File: config.mk
export PLATFORM = sky130hd
export DESIGN_NAME = lwes_regs
export DESIGN_NICKNAME = d
export VERILOG_FILES = /design/src/hdl/lwes_pkg.sv /design/src/hdl/lwes_regs.sv
export SDC_FILE = /design/constraint.sdc
export NUM_CORES = 1
export LEC_CHECK = 0
export BUFFER_PORTS_ARGS = -buffer_cell sky130_fd_sc_hd__buf_2
export CAP_MARGIN = 0
export CORE_UTILIZATION = 35
export CTS_BUF_LIST = sky130_fd_sc_hd__clkbuf_4 sky130_fd_sc_hd__clkbuf_8
export CTS_CLUSTER_SIZE = 8
export DETAILED_ROUTE_END_ITERATION = 10
export GPL_ROUTABILITY_DRIVEN = 1
export PLACE_DENSITY = 0.68
export RECOVER_POWER = 25
export SETUP_SLACK_MARGIN = 0.02
export SLEW_MARGIN = 20
export SYNTH_ARGS = -nofsm -noshare
export SYNTH_HDL_FRONTEND = slang
export SYNTH_SLANG_ARGS = --single-unit
File: constraint.sdc
create_clock -name clk -period 2.2 [get_ports clk]
set_clock_uncertainty 0.2 [all_clocks]
set_input_delay 0.66 -clock clk [delete_from_list [all_inputs] [get_ports clk]]
set_output_delay 0.66 -clock clk [all_outputs]
set_load 0.01 [all_outputs]
File: src/hdl/lwes_pkg.sv
// Shared types and constants for the lattice walker exclusion step block.
package lwes_pkg;

	// Fixed field widths of the stream and register interfaces
	localparam int WALKER_W = 10;
	localparam int COORD_W  = 9;
	localparam int DIR_W    = 2;
	localparam int GRID_W   = 10;
	localparam int COUNT_W  = 11;
	localparam int PADDR_W  = 4;
	localparam int PDATA_W  = 32;
	localparam int S_TDATA_W = 32;
	localparam int M_TDATA_W = 48;

	// Register reset values
	localparam logic [GRID_W-1:0]  GRID_WIDTH_RST   = 10'd300;
	localparam logic [GRID_W-1:0]  GRID_HEIGHT_RST  = 10'd300;
	localparam logic [COUNT_W-1:0] WALKER_COUNT_RST = 11'd900;

	// Register index, taken from paddr[3:2]
	typedef enum logic [1:0] {
		REG_GRID_WIDTH   = 2'd0,
		REG_GRID_HEIGHT  = 2'd1,
		REG_WALKER_COUNT = 2'd2
	} reg_idx_t;

	// Request kind carried on tuser
	typedef enum logic {
		KIND_LOAD = 1'b0,
		KIND_STEP = 1'b1
	} kind_t;

	// Step direction
	typedef enum logic [DIR_W-1:0] {
		DIR_RIGHT = 2'd0,
		DIR_UP    = 2'd1,
		DIR_LEFT  = 2'd2,
		DIR_DOWN  = 2'd3
	} dir_t;

	// Configuration handed from the register file to the core
	typedef struct packed {
		logic [GRID_W-1:0]  grid_width;
		logic [GRID_W-1:0]  grid_height;
		logic [COUNT_W-1:0] walker_count;
	} cfg_t;

endpackage

File: src/hdl/lwes_regs.sv
// APB register file holding grid size and walker count.
module lwes_regs
	import lwes_pkg::*;
(
	input  logic               clk,
	input  logic               arst_n,
	input  logic               psel,
	input  logic               penable,
	input  logic               pwrite,
	input  logic [PADDR_W-1:0] paddr,
	input  logic [PDATA_W-1:0] pwdata,
	output logic [PDATA_W-1:0] prdata,
	output logic               pready,
	output cfg_t               cfg
);

	cfg_t     cfg_q;
	reg_idx_t idx;
	logic     wr_en;

	assign pready = 1'b1;
	assign idx    = reg_idx_t'(paddr[3:2]);
	assign wr_en  = psel && penable && pwrite && pready;
	assign cfg    = cfg_q;

	// Write the addressed register on the access cycle
	always_ff @(posedge clk or negedge arst_n) begin
		if (!arst_n) begin
			cfg_q.grid_width   <= GRID_WIDTH_RST;
			cfg_q.grid_height  <= GRID_HEIGHT_RST;
			cfg_q.walker_count <= WALKER_COUNT_RST;
		end else if (wr_en) begin
			case (idx)
				REG_GRID_WIDTH:   cfg_q.grid_width   <= pwdata[GRID_W-1:0];
				REG_GRID_HEIGHT:  cfg_q.grid_height  <= pwdata[GRID_W-1:0];
				REG_WALKER_COUNT: cfg_q.walker_count <= pwdata[COUNT_W-1:0];
				default: ;
			endcase
		end
	end

	// Return the addressed register, zero elsewhere
	always_comb begin
		prdata = '0;
		case (idx)
			REG_GRID_WIDTH:   prdata = PDATA_W'(cfg_q.grid_width);
			REG_GRID_HEIGHT:  prdata = PDATA_W'(cfg_q.grid_height);
			REG_WALKER_COUNT: prdata = PDATA_W'(cfg_q.walker_count);
			default:          prdata = '0;
		endcase
	end

endmodule

==> flow_metrics.tcl <==
set metrics [dict create \
    outcome "complete, but fails checks" \
    violations "negative setup slack" \
    placed_cell_area_sq_um 1978 \
    clockRootBuffer "clkbuf_8" \
    first_global_vias 1097 \
    critPathKind "in -> out" \
    cts_hold_buf 0 \
    drc 0 \
    multi_input_area_sq_um 758.2 \
    ys_warn_count 0 \
    syn_inst 128 \
    finalHoldViolCount 0 \
    cp-start-kind "primary input" \
    layout_commonest_cell "buf_2" \
    drt-vias-per-instance 4.567 \
    p_total_mw 1.899 \
    grt-ovfl-total 0 \
    min_period_over_period 1.002 \
    setup_violations 1 \
    grt_max_degree 32 \
    die_x_microns 70.38 \
    fin_hold_ws_ns 0.2335 \
    grt_first_pass_wirelength_microns 5437 \
    place_hpwl_microns 2545 \
    firstDrtPassIters 2 \
    gp_congestion 0.7011 \
    fin_util 0.4929 \
    setup_slack_ns -0.003747 \
    hold_class "in -> async" \
    start_util 0.3707 \
    die_h_microns 70.38 \
    finalInstanceArea_sq_um 2176 \
    regArea_sq_um 790.8 \
    maxCapViolations 0 \
    fin_nets 240 \
    diodes 0 \
    yosys_register_bits 31 \
    powerDensity_nw_per_um2 872.8 \
    synth.distinct_cells 18 \
    die-area_sq_um 4953 \
    vias 1151 \
    clk_pin_slew_ns 0.07 \
    areaGrowthSynthToFinish_pct 32.95 \
    wire_per_inst_microns 14.13 \
    grt_use_total 0.1470 \
    drive_gt1_frac 0.6900 \
    clk_latency_ns 0.27 \
    worstPathRequired_ns 1.34 \
    antenna_found_initial 0 \
    clock.fmax_mhz 453.8 \
    clock-sinks 31 \
    rows 24 \
    seq_area_frac_synth 0.4832 \
    largest_reg_flops 31 \
    leakage_nw 1.119 \
    final_cells 252 \
    wl_microns 3561 \
    ir_drop_v 0.0004079 \
    core_sq_um 4414 \
    cts_tree "yes" \
    report.final.slew_viol_count 0 \
    endpoint_kind "output port" \
    mostFrequentLayoutCells "56 x buf_2, 22 x conb_1, 21 x mux2_2, 19 x dfrtp_1, 12 x dfstp_2" \
    ant_nets 0 \
    htreeDepth 2 \
    place_inst 242 \
    cp.arrival_ns 1.34 \
    slew_headroom 0.5031 \
    num-fill-cells 390 \
    drtIter0Drc 9 \
    place_ws_ns -0.04979 \
    tightest_slew_ns 0.7453 \
    synth_area_sq_um 1637 \
    clockBufferDepth 2 \
    grt_setup_unrepaired "true" \
    portBuffers 59 \
    synth.avg_cell_area_sq_um 12.79 \
    cts_buffers 5 \
    setup_tns_ns -0.003747 \
    io_pins 105 \
    crit_path_max_fanout 6 \
    final.min_clock_period_ns 2.204 \
]
[synthesized netlist by cell type, drive strengths merged]
cell type,count,area share
buf,27,0.12
clkbuf,1,0.0023
mux2,31,0.24
or3b,1,0.0054
nor3,1,0.0099
mux2i,10,0.061
nand2,10,0.023
and3b,1,0.0054
conb,2,0.0046
dfstp,12,0.19
o21ai,10,0.031
dfrtp,19,0.29
nor2b,1,0.0038
nand3,1,0.0061
nor3b,1,0.0046
[routing by layer]
layer | GRT usage | up-vias | routed length (microns)
li1 | - | 539 | -
met4 | 0.07333 | 0 | 97
met1 | 0.1848 | 540 | 1576
met3 | 0.03463 | 9 | 224
met2 | 0.2349 | 63 | 1663
met5 | 0 | - | 0
[report_power, final]
part,internal [mW],switching [mW],total [mW]
Clock,0.264,0.205,0.470
Combinational,0.309,0.270,0.579
Sequential,0.742,0.108,0.850
[worst max-delay path, cell delays in order]
cell and delay (ns):
buf_12 0.11, buf_12 0.14, mux2i_2 0.14, o21ai_1 0.14
buf_2 0.15
[area by class of cell]
type	count	area share
multi-input cells	89	0.3485
clock buffers	7	0.04140
well taps	52	0.02990
flip-flops and latches	31	0.3634
clock inverters	1	0.002300
repair buffers	72	0.2145
[cell families (layout without fill, tap and decap cells)]
logic type,Yosys count,in the layout,share of synthesized area
other,2,22,0.004589
muxes,41,41,0.2974
DFF,31,31,0.4832
and+or+nand+nor,16,16,0.05812
buffers and inverters,28,80,0.1261
AOI/OAI and AO/OA,10,10,0.03058
[worst paths after layout]
kind | startpoint | endpoint | slack (ns) | cells after the start
max | paddr[3] | prdata[3] | -0.004 | 5
min | arst_n | cfg[25] | 0.23 | 1
max reg2reg | cfg[12] | cfg[12] | 1.21 | 1
min reg2reg | cfg[27] | cfg[27] | 0.33 | 1
max in group asynchronous | arst_n | cfg[27] | 1.09 | 1
min in group clk | cfg[27] | cfg[27] | 0.33 | 1
[repair_timing]
| action | 4_1_cts | 5_1_grt |
|---|---|---|
| endpoints found under the setup margin | 10 | 11 |
| gates cloned | 1 | 0 |
| resized for setup | 9 | 13 |
| endpoints found under the hold margin | 0 | 0 |
| pin swaps | 0 | 5 |
| setup buffers | 1 | 0 |
Power figures use the tool's default switching activity.
